===== config.mk =====
export PLATFORM = sky130hd
export DESIGN_NAME = window_fractal_extremum_detector
export DESIGN_NICKNAME = d
export VERILOG_FILES = /design/src/wfed_pkg.sv /design/src/wfed_ctrl.sv /design/src/wfed_datapath.sv /design/src/window_fractal_extremum_detector.sv
export SDC_FILE = /design/constraint.sdc
export NUM_CORES = 2
export LEC_CHECK = 0
export CORE_ASPECT_RATIO = 0.5
export CORE_MARGIN = 2
export CORE_UTILIZATION = 26
export DETAILED_ROUTE_END_ITERATION = 16
export DONT_BUFFER_PORTS = 1
export SKIP_CTS_REPAIR_TIMING = 1
export SYNTH_ARGS = -nofsm -noshare
export SYNTH_HDL_FRONTEND = slang
export SYNTH_HIERARCHICAL = 1
export SYNTH_SLANG_ARGS = --single-unit

===== constraint.sdc =====
create_clock -name aclk -period 79.4 [get_ports aclk]
set_input_delay 23.82 -clock aclk [delete_from_list [all_inputs] [get_ports aclk]]
set_output_delay 23.82 -clock aclk [all_outputs]
set_load 0.01 [all_outputs]

===== src/wfed_pkg.sv =====
package wfed_pkg;

    localparam int MAX_RADIUS_DEF = 8;
    localparam int RADIUS_W       = 4;
    localparam int PRICE_W        = 32;
    localparam int TIME_W         = 64;
    localparam int INDEX_W        = 32;
    localparam int S_TDATA_W      = 2 * PRICE_W + TIME_W;
    localparam int M_TDATA_W      = INDEX_W + TIME_W + PRICE_W;

    localparam logic [RADIUS_W-1:0]      RADIUS_RESET = 4'd2;
    localparam logic signed [PRICE_W-1:0] ZERO_PRICE  = '0;
    localparam logic [INDEX_W-1:0]        INDEX_SAT   = '1;

    typedef enum logic [1:0] {
        ST_IDLE,
        ST_EVAL,
        ST_HIGH,
        ST_LOW
    } wfed_state_t;

    typedef enum logic {
        KIND_HIGH = 1'b0,
        KIND_LOW  = 1'b1
    } wfed_kind_t;

    typedef struct packed {
        logic load;
        logic capture;
        logic emit_low;
        logic emit_last;
    } wfed_cmd_t;

    typedef struct packed {
        logic found_high;
        logic found_low;
    } wfed_status_t;

endpackage


===== src/wfed_ctrl.sv =====
module wfed_ctrl (
    input  logic                  aclk,
    input  logic                  aresetn,
    input  logic                  s_tvalid,
    output logic                  s_tready,
    output logic                  m_tvalid,
    input  logic                  m_tready,
    input  wfed_pkg::wfed_status_t status,
    output wfed_pkg::wfed_cmd_t    cmd
);
    import wfed_pkg::*;

    wfed_state_t state_reg, state_next;

    always_ff @(posedge aclk) begin
        if (!aresetn) begin
            state_reg <= ST_IDLE;
        end else begin
            state_reg <= state_next;
        end
    end

    always_comb begin
        state_next = state_reg;
        case (state_reg)
            ST_IDLE: begin
                if (s_tvalid) begin
                    state_next = ST_EVAL;
                end
            end
            ST_EVAL: begin
                if (status.found_high) begin
                    state_next = ST_HIGH;
                end else if (status.found_low) begin
                    state_next = ST_LOW;
                end else begin
                    state_next = ST_IDLE;
                end
            end
            ST_HIGH: begin
                if (m_tready) begin
                    state_next = status.found_low ? ST_LOW : ST_IDLE;
                end
            end
            ST_LOW: begin
                if (m_tready) begin
                    state_next = ST_IDLE;
                end
            end
            default: state_next = ST_IDLE;
        endcase
    end

    always_comb begin
        s_tready      = 1'b0;
        m_tvalid      = 1'b0;
        cmd.load      = 1'b0;
        cmd.capture   = 1'b0;
        cmd.emit_low  = 1'b0;
        cmd.emit_last = 1'b0;
        case (state_reg)
            ST_IDLE: begin
                s_tready = 1'b1;
                cmd.load = s_tvalid;
            end
            ST_EVAL: begin
                cmd.capture = 1'b1;
            end
            ST_HIGH: begin
                m_tvalid      = 1'b1;
                cmd.emit_last = !status.found_low;
            end
            ST_LOW: begin
                m_tvalid      = 1'b1;
                cmd.emit_low  = 1'b1;
                cmd.emit_last = 1'b1;
            end
            default: begin
                s_tready = 1'b0;
            end
        endcase
    end

endmodule


===== src/wfed_datapath.sv =====
module wfed_datapath #(
    parameter int MAX_RADIUS = wfed_pkg::MAX_RADIUS_DEF
) (
    input  logic                                  aclk,
    input  logic                                  aresetn,
    input  logic                                  cfg_wr_en,
    input  logic [wfed_pkg::RADIUS_W-1:0]         cfg_wr_data,
    input  wfed_pkg::wfed_cmd_t                   cmd,
    output wfed_pkg::wfed_status_t                status,
    input  logic signed [wfed_pkg::PRICE_W-1:0]   bar_high,
    input  logic signed [wfed_pkg::PRICE_W-1:0]   bar_low,
    input  logic [wfed_pkg::TIME_W-1:0]           bar_time,
    input  logic                                  series_start,
    output logic                                  extremum_kind,
    output logic [wfed_pkg::INDEX_W-1:0]          bar_index,
    output logic [wfed_pkg::TIME_W-1:0]           extremum_time,
    output logic signed [wfed_pkg::PRICE_W-1:0]   extremum_price,
    output logic                                  last_result
);
    import wfed_pkg::*;

    localparam int WIN_DEPTH = 2 * MAX_RADIUS + 1;
    localparam int ERAD_W    = $clog2(MAX_RADIUS + 1);
    localparam int WIN_IDX_W = $clog2(WIN_DEPTH);

    logic [RADIUS_W-1:0]       radius_reg, radius_next;
    logic [INDEX_W-1:0]        bars_seen_reg, bars_seen_next;
    logic signed [PRICE_W-1:0] high_win_reg [WIN_DEPTH];
    logic signed [PRICE_W-1:0] low_win_reg  [WIN_DEPTH];
    logic [TIME_W-1:0]         time_win_reg [WIN_DEPTH];

    logic [INDEX_W-1:0]        hold_index_reg;
    logic [TIME_W-1:0]         hold_time_reg;
    logic signed [PRICE_W-1:0] hold_high_reg;
    logic signed [PRICE_W-1:0] hold_low_reg;

    logic [ERAD_W-1:0]         eff_rad;
    logic [ERAD_W:0]           span;
    logic [WIN_IDX_W-1:0]      centre_idx;
    logic signed [PRICE_W-1:0] centre_high;
    logic signed [PRICE_W-1:0] centre_low;
    logic [WIN_DEPTH-1:0]      high_ok;
    logic [WIN_DEPTH-1:0]      low_ok;
    logic                      count_ok;
    logic                      centre_pos;
    logic [INDEX_W-1:0]        centre_index;

    assign radius_next = cfg_wr_en ? cfg_wr_data : radius_reg;

    always_comb begin
        bars_seen_next = bars_seen_reg;
        if (cmd.load) begin
            if (series_start) begin
                bars_seen_next = INDEX_W'(1);
            end else if (bars_seen_reg != INDEX_SAT) begin
                bars_seen_next = bars_seen_reg + INDEX_W'(1);
            end
        end
    end

    always_ff @(posedge aclk) begin
        if (!aresetn) begin
            radius_reg    <= RADIUS_RESET;
            bars_seen_reg <= '0;
        end else begin
            radius_reg    <= radius_next;
            bars_seen_reg <= bars_seen_next;
        end
    end

    // bar window, entry 0 newest
    always_ff @(posedge aclk) begin
        if (cmd.load) begin
            high_win_reg[0] <= bar_high;
            low_win_reg[0]  <= bar_low;
            time_win_reg[0] <= bar_time;
            for (int i = 1; i < WIN_DEPTH; i++) begin
                high_win_reg[i] <= high_win_reg[i-1];
                low_win_reg[i]  <= low_win_reg[i-1];
                time_win_reg[i] <= time_win_reg[i-1];
            end
        end
    end

    always_comb begin
        if (radius_reg == '0) begin
            eff_rad = ERAD_W'(1);
        end else if (32'(radius_reg) > 32'(MAX_RADIUS)) begin
            eff_rad = ERAD_W'(MAX_RADIUS);
        end else begin
            eff_rad = ERAD_W'(radius_reg);
        end
    end

    assign span        = {eff_rad, 1'b0};
    assign centre_idx  = WIN_IDX_W'(eff_rad);
    assign centre_high = high_win_reg[centre_idx];
    assign centre_low  = low_win_reg[centre_idx];

    always_comb begin
        for (int i = 0; i < WIN_DEPTH; i++) begin
            if (((ERAD_W+1)'(i) <= span) && ((ERAD_W+1)'(i) != {1'b0, eff_rad})) begin
                high_ok[i] = high_win_reg[i] < centre_high;
                low_ok[i]  = low_win_reg[i] > centre_low;
            end else begin
                high_ok[i] = 1'b1;
                low_ok[i]  = 1'b1;
            end
        end
    end

    assign count_ok   = bars_seen_reg >= (INDEX_W'(span) + INDEX_W'(1));
    assign centre_pos = (centre_high > ZERO_PRICE) && (centre_low > ZERO_PRICE);

    assign status.found_high = count_ok && centre_pos && (&high_ok);
    assign status.found_low  = count_ok && centre_pos && (&low_ok);

    assign centre_index = (bars_seen_reg == INDEX_SAT) ? INDEX_SAT :
                          bars_seen_reg - INDEX_W'(eff_rad) - INDEX_W'(1);

    always_ff @(posedge aclk) begin
        if (cmd.capture) begin
            hold_index_reg <= centre_index;
            hold_time_reg  <= time_win_reg[centre_idx];
            hold_high_reg  <= centre_high;
            hold_low_reg   <= centre_low;
        end
    end

    assign extremum_kind  = cmd.emit_low ? KIND_LOW : KIND_HIGH;
    assign bar_index      = hold_index_reg;
    assign extremum_time  = hold_time_reg;
    assign extremum_price = cmd.emit_low ? hold_low_reg : hold_high_reg;
    assign last_result    = cmd.emit_last;

endmodule


===== src/window_fractal_extremum_detector.sv =====
// Williams fractal detector. Each accepted bar enters a window of the last 2*MAX_RADIUS+1 bars;
// once 2r+1 bars of the series have arrived, the bar r places back is tested against its r
// neighbours on each side and up to two results follow, high fractal before low fractal, the
// final one of a bar marked by m_tlast. One bar is in flight at a time: the bar is accepted, then
// the parallel window compare runs, and each result is held until m_tready takes it. s_tready is
// high only while the controller is idle. Write cfg_wr_data to set the radius (reset 2, zero
// acts as 1, values above MAX_RADIUS act as MAX_RADIUS); it applies from the next bar.
module window_fractal_extremum_detector #(
    parameter int MAX_RADIUS = wfed_pkg::MAX_RADIUS_DEF
) (
    input  logic                               aclk,
    input  logic                               aresetn,
    input  logic                               cfg_wr_en,
    input  logic [wfed_pkg::RADIUS_W-1:0]      cfg_wr_data,
    input  logic                               s_tvalid,
    output logic                               s_tready,
    // bar_high, bar_low, bar_time
    input  logic [wfed_pkg::S_TDATA_W-1:0]     s_tdata,
    // series_start
    input  logic [0:0]                         s_tuser,
    output logic                               m_tvalid,
    input  logic                               m_tready,
    // bar_index, extremum_time, extremum_price
    output logic [wfed_pkg::M_TDATA_W-1:0]     m_tdata,
    // extremum_kind
    output logic [0:0]                         m_tuser,
    output logic                               m_tlast
);
    import wfed_pkg::*;

    wfed_cmd_t                 cmd;
    wfed_status_t              status;
    logic signed [PRICE_W-1:0] bar_high;
    logic signed [PRICE_W-1:0] bar_low;
    logic [TIME_W-1:0]         bar_time;
    logic                      extremum_kind;
    logic [INDEX_W-1:0]        bar_index;
    logic [TIME_W-1:0]         extremum_time;
    logic signed [PRICE_W-1:0] extremum_price;

    assign bar_high = s_tdata[PRICE_W-1:0];
    assign bar_low  = s_tdata[2*PRICE_W-1:PRICE_W];
    assign bar_time = s_tdata[S_TDATA_W-1:2*PRICE_W];

    wfed_ctrl u_ctrl (
        .aclk     (aclk),
        .aresetn  (aresetn),
        .s_tvalid (s_tvalid),
        .s_tready (s_tready),
        .m_tvalid (m_tvalid),
        .m_tready (m_tready),
        .status   (status),
        .cmd      (cmd)
    );

    wfed_datapath #(
        .MAX_RADIUS (MAX_RADIUS)
    ) u_datapath (
        .aclk           (aclk),
        .aresetn        (aresetn),
        .cfg_wr_en      (cfg_wr_en),
        .cfg_wr_data    (cfg_wr_data),
        .cmd            (cmd),
        .status         (status),
        .bar_high       (bar_high),
        .bar_low        (bar_low),
        .bar_time       (bar_time),
        .series_start   (s_tuser[0]),
        .extremum_kind  (extremum_kind),
        .bar_index      (bar_index),
        .extremum_time  (extremum_time),
        .extremum_price (extremum_price),
        .last_result    (m_tlast)
    );

    assign m_tdata    = {extremum_price, extremum_time, bar_index};
    assign m_tuser[0] = extremum_kind;

endmodule


Word level (Yosys, flattened, before mapping)
Memory sizes are Yosys's and may differ from the RTL's. A register that Yosys moved wholly into a read port is not among the register bits.
Index checks and enable logic that the tools add are counted.
{"block": "op_classes", "n_addsub": 4, "n_lt_le_gt_ge": 55, "n_eq_ne": 23, "mux": 54, "n_reduce_logical": 30}
{"op": "$gt 32x32->1", "n": 17}
{"op": "$lt 32x32->1", "n": 17}
{"op": "$mux 32", "n": 3}
{"op": "$gt 32x1->1 const B", "n": 2}
{"op": "$mux 1", "n": 42}
{"op": "$le 4x5->1 const A", "n": 8}
{"op": "$reduce_and 17->1", "n": 2}
{"op": "$add 32x1->32 const B", "n": 1}
{"op": "$eq 32x32->1 const B", "n": 1}
{"op": "$ge 32x32->1", "n": 1}
{"op": "$ne 32x32->1 const B", "n": 1}
{"op": "$ne 4x4->1 const A", "n": 8}
{"op": "$sub 32x1->32 const B", "n": 1}
{"op": "$sub 32x4->32", "n": 1}
{"op": "$le 3x5->1 const A", "n": 4}
{"op": "$logic_and 1x1->1", "n": 20}
{"op": "$ne 3x4->1 const A", "n": 4}
{"op": "$le 1x5->1 const A", "n": 2}
{"op": "$le 2x5->1 const A", "n": 2}
{"op": "$mux 2", "n": 5}
{"op": "$mux 4", "n": 2}
{"op": "$ne 2x4->1 const A", "n": 2}
{"op": "$pmux 2 s4", "n": 1}
{"op": "$add 5x1->6 const B", "n": 1}
{"op": "other kinds (15)", "n": 18}
{"block": "totals", "reg_bits": 134, "ramBits": 2176, "input_bits": 138, "output_inout_bits": 132, "elab_cells": 175, "n_memories": 3}
{"name": "u_datapath.time_win_reg", "depth": 17, "word_bits": 64, "rd": 17, "rd_ports_with_merged_regs": 1, "write_ports": 17, "line": "wfed_datapath.sv:30", "rtl": "logic [TIME_W-1:0] time_win_reg [WIN_DEPTH];"}
{"name": "u_datapath.high_win_reg", "depth": 17, "word_bits": 32, "rd": 18, "rd_ports_with_merged_regs": 0, "write_ports": 17, "line": "wfed_datapath.sv:28", "rtl": "logic signed [PRICE_W-1:0] high_win_reg [WIN_DEPTH];"}
{"name": "u_datapath.low_win_reg", "depth": 17, "word_bits": 32, "rd": 18, "rd_ports_with_merged_regs": 0, "write_ports": 17, "line": "wfed_datapath.sv:29", "rtl": "logic signed [PRICE_W-1:0] low_win_reg [WIN_DEPTH];"}

Logic depth before layout (Yosys ltp)
{"block": "logic_depth", "depth_word": 11, "depth_mapped": 25}

Modules after synthesis
Netlist, hierarchy kept.
{"mod": "wfed_datapath", "instances": 1, "cells_each": 6173, "area_per_inst_um2": 89334.4, "seq_area_each_um2": 55493.2}
{"mod": "wfed_ctrl", "instances": 1, "cells_each": 19, "area_per_inst_um2": 157.7, "seq_area_each_um2": 40.0}

Least setup slack after synthesis
Ideal clock, no wire load.
{"block": "synth_timing", "kind": "input to register", "from": "in s_tvalid", "to": "reg u_datapath.bars_seen_reg[22]", "arrival_ps": 73514, "t_required_ps": 79323, "path_slack_ps": 5809, "path_stages": 4, "cell_sequence": "and2_1 -> o2111ai_1 -> or3_1 -> a21oi_1"}
{"block": "synth_via", "elab_chain_cells": 2}
{"element": "start, declared", "line": "window_fractal_extremum_detector.sv:15", "rtl": "input logic s_tvalid,"}
{"element": "$mux 1", "line": "wfed_ctrl.sv:61", "rtl": "case (state_reg)"}
{"element": "$reduce_and 2->1 (no line)"}
{"element": "end signal, assigned", "line": "wfed_datapath.sv:67", "rtl": "bars_seen_reg <= bars_seen_next;"}
{"element": "end, declared", "line": "wfed_datapath.sv:27", "rtl": "logic [INDEX_W-1:0] bars_seen_reg, bars_seen_next;"}
Every way passes these cells.
A chain may end at the register's enable or synchronous reset.

==> impl_metrics.ini <==
[status]
status = complete, no violations

[placed_design]
io_buffers = 0
dp_hpwl_mm = 187
dpl-instance-area_mm2 = 0.0959
gp_congestion = 0.915

[yosys]
synth_nets = 7409
syn_inst = 6192
ys_seq_area_share_pct = 62.1
syn-cell-area_mm2 = 0.0895
synthFlopType = edfxtp_1
yosys_warnings = 6
async_flop_share_pct = 0
avgSynthCellArea_um2 = 14.5
synthDistinctLibCells = 90
synth_edf_count = 1824
ys_seq_elements = 1862

[floorplanning]
die_x_um = 834
die_h_um = 419
initial_core_util_pct = 26.1
std_cell_rows = 152
ios = 270
die_area_mm2 = 0.349
core_mm2 = 0.343

[sta]
post-route-period-util_pct = 41.1
relSlewSlack_pct = 14.3
finClkSkew_ns = 0.0644
setup_tns_ns = 0
fmax_ghz = 0.0306
rsz0062_at_grt = no
hold_viol_final = 0
drv_slew = 0
whs_ns = 0.417
tightestPinTransition_ns = 1.27
finalSetupViolCount = 0
period_minus_slack_ns = 32.63

[setup_path]
start_kind = flop
crit_top_cell = buf_4
path_max_fanout = 53
path_cells = buf_4, buf_4, nor2b_4, clkinv_1, buf_4, o221ai_1, nor2_1, o31a_1, inv_1, buf_4, ha_1, nand2_1, nor4_1, nand2_1, or3_1, o311ai_0, nor3b_1, mux2_2, a22oi_1, nand4_1, nor4_4, nand2b_1, and2_2
critical_path_required_ns = 55.58
critPathArrivalTime_ns = 8.81
crit_type = flop to primary output
max_stage_delay_ns = 0.89
critPathCaptureType = primary output
critPathSlowestCell = nor4_1

[power]
p_leak_nw = 37.0
total_power_mw = 2.54
peakVddDrop_uv = 16.1
p_per_area_mw_per_mm2 = 24.9

[finish]
design_area_mm2 = 0.102
fin_util_pct = 29.8
synthToLayoutAreaGrowth_pct = 14.0
fin_nets = 7560
drive_gt1_share_pct = 8.54
largest_reg_flops = 576
nFillCells = 34000

[detailed_routing]
drc_errors = 0
postRouteAntennaNets = 0
vias = 56400
vias_per_cell = 5.07
wl_per_cell_um = 24.0
wl_mm = 267
dr.pass1.iters = 8
drtIter0Drc = 5926

[hold_path]
hold_class = flop to flop

[global_routing]
grt_use_total_pct = 14.7
grt_overflow_total = 0
grt_pass1_vias = 54100
grt_pass1_wl_mm = 384
grt_start_max_net_pins = 192
antenna_found_initial = 34

[clock_network]
cts_tree = yes
root_buffer = clkbuf_16
numCtsBuffers = 199
cts_sinks = 1862
clk_pin_slew_worst_paths_ns = 0.06
cts.path.max_buffers = 4
h-tree-depth = 4
clock_latency_ns = 0.88

[job]
maxCapViolCount = 0
worst paths after layout:
| path | startpoint | end | slack, ns | depth (start not counted) |
|---|---|---|---|---|
| setup / recovery | u_datapath/radius_reg[1] | m_tlast | 46.77 | 23 |
| hold / removal | u_datapath/time_win_reg[0][24] | u_datapath/time_win_reg[1][24] | 0.42 | 0 |
| setup reg to reg | u_datapath/radius_reg[1] | u_ctrl/state_reg[0] | 70.31 | 22 |
| hold reg to reg | u_datapath/time_win_reg[0][24] | u_datapath/time_win_reg[1][24] | 0.42 | 0 |
placed cells by master (no fill, tap or decap), types with 57 or more instances in the layout:
| cell type | n |
|---|---|
| a211oi_1 | 206 |
| a21o_1 | 193 |
| a21oi_1 | 312 |
| a221oi_1 | 96 |
| a22o_1 | 104 |
| buf_4 | 119 |
| clkbuf_16 | 201 |
| edfxtp_1 | 1824 |
| ha_1 | 1078 |
| inv_1 | 151 |
| mux2_2 | 57 |
| mux2i_1 | 113 |
| nand2_1 | 240 |
| nand3_1 | 123 |
| nand4_1 | 177 |
| nor2_1 | 245 |
| nor3_1 | 88 |
| o21ai_0 | 247 |
Yosys cell counts (all sizes together) (10+ instances only):
| library cell | instances | area [µm²] |
|---|---|---|
| a2111oi | 29 | 254 |
| a211o | 11 | 96.3 |
| a211oi | 211 | 1590 |
| a21o | 193 | 1450 |
| a21oi | 313 | 1570 |
| a221o | 10 | 100 |
| a221oi | 118 | 1050 |
| a22o | 104 | 911 |
| a2bb2oi | 14 | 123 |
| a31oi | 20 | 125 |
| and2 | 10 | 65.1 |
| and3 | 15 | 93.8 |
| and4 | 21 | 184 |
| buf | 56 | 328 |
| clkbuf | 120 | 452 |
| dfxtp | 38 | 761 |
| edfxtp | 1824 | 54800 |
| ha | 1078 | 13500 |
| inv | 155 | 582 |
| mux2 | 57 | 642 |
| mux2i | 115 | 1150 |
| mux4 | 21 | 477 |
| nand2 | 241 | 905 |
| nand2b | 37 | 234 |
| nand3 | 123 | 616 |
| nand4 | 177 | 1110 |
| nor2 | 249 | 935 |
| nor2b | 47 | 294 |
| nor3 | 90 | 455 |
| nor4 | 50 | 313 |
| o2111ai | 14 | 123 |
| o211ai | 50 | 375 |
| o21a | 44 | 330 |
| o21ai | 251 | 1260 |
| o21bai | 13 | 97.6 |
| o221ai | 17 | 155 |
| o22ai | 23 | 144 |
| o31ai | 11 | 82.6 |
| or2 | 19 | 119 |
| or3 | 28 | 175 |
| or4 | 19 | 143 |
| xnor2 | 32 | 280 |
| xor2 | 23 | 201 |
logic make-up (layout without fill, tap and decap cells):
| group | Yosys count | after routing | synth area share (%) |
|---|---|---|---|
| multiplexers | 193 | 193 | 2.54 |
| AND/OR/NAND/NOR | 1153 | 1153 | 6.56 |
| XOR/XNOR | 55 | 55 | 0.538 |
| adder cells (fa/ha/maj) | 1080 | 1080 | 15.1 |
| AO/OA/AOI/OAI | 1516 | 1516 | 11.7 |
| buffers and inverters | 333 | 628 | 1.53 |
| flip-flops | 1862 | 1862 | 62.1 |
| other | 0 | 7 | 0 |
stage by stage:
step / worst slack, ns / cells
floorplan: 5.81 / 6192
global placement: 47.81 / 10800
detailed placement: 47.81 / 10800
CTS: 46.85 / 11100
global route: 46.44 / 11100
finish: 46.77 / 11100
layout make-up:
cell class | count | area, µm² | area share (%)
sequential | 1862 | 55500 | 54.4
multi-input combinational | 3997 | 33000 | 32.3
tap | 4620 | 5780 | 5.67
clock buffer | 245 | 5220 | 5.11
timing repair buffer | 126 | 1030 | 1.01
clock inverter | 100 | 853 | 0.836
inverter | 157 | 597 | 0.585
antenna | 7 | 17.5 | 0.0172
worst max-delay path: cells and delay by family, from the launching register on:
kind / cells / cell delay [ns]
AOI/OAI and AO/OA: 4 / 1.40
adders and majority gates: 1 / 0.25
buffers and inverters: 6 / 2.01
DFF: 1 / 0.50
muxes: 1 / 0.29
and+or+nand+nor: 11 / 3.43
where the power goes:
group	switching, mW	internal, mW	leakage [nW]	total, mW
combinational	0.276	0.157	16.3	0.433
clock	0.396	0.504	2.94	0.900
sequential	0.0489	1.16	17.8	1.21
per-layer routing:
layer  vias up  GRT usage, %  share of wire (%)
li1      25400             -                  -
met1     28300          20.4                 44
met2      2193          23.2                 45
met3       495          2.34                7.0
met4         6          5.41                4.2
met5         -             0              0.015
Power figures use the tool's default switching activity.
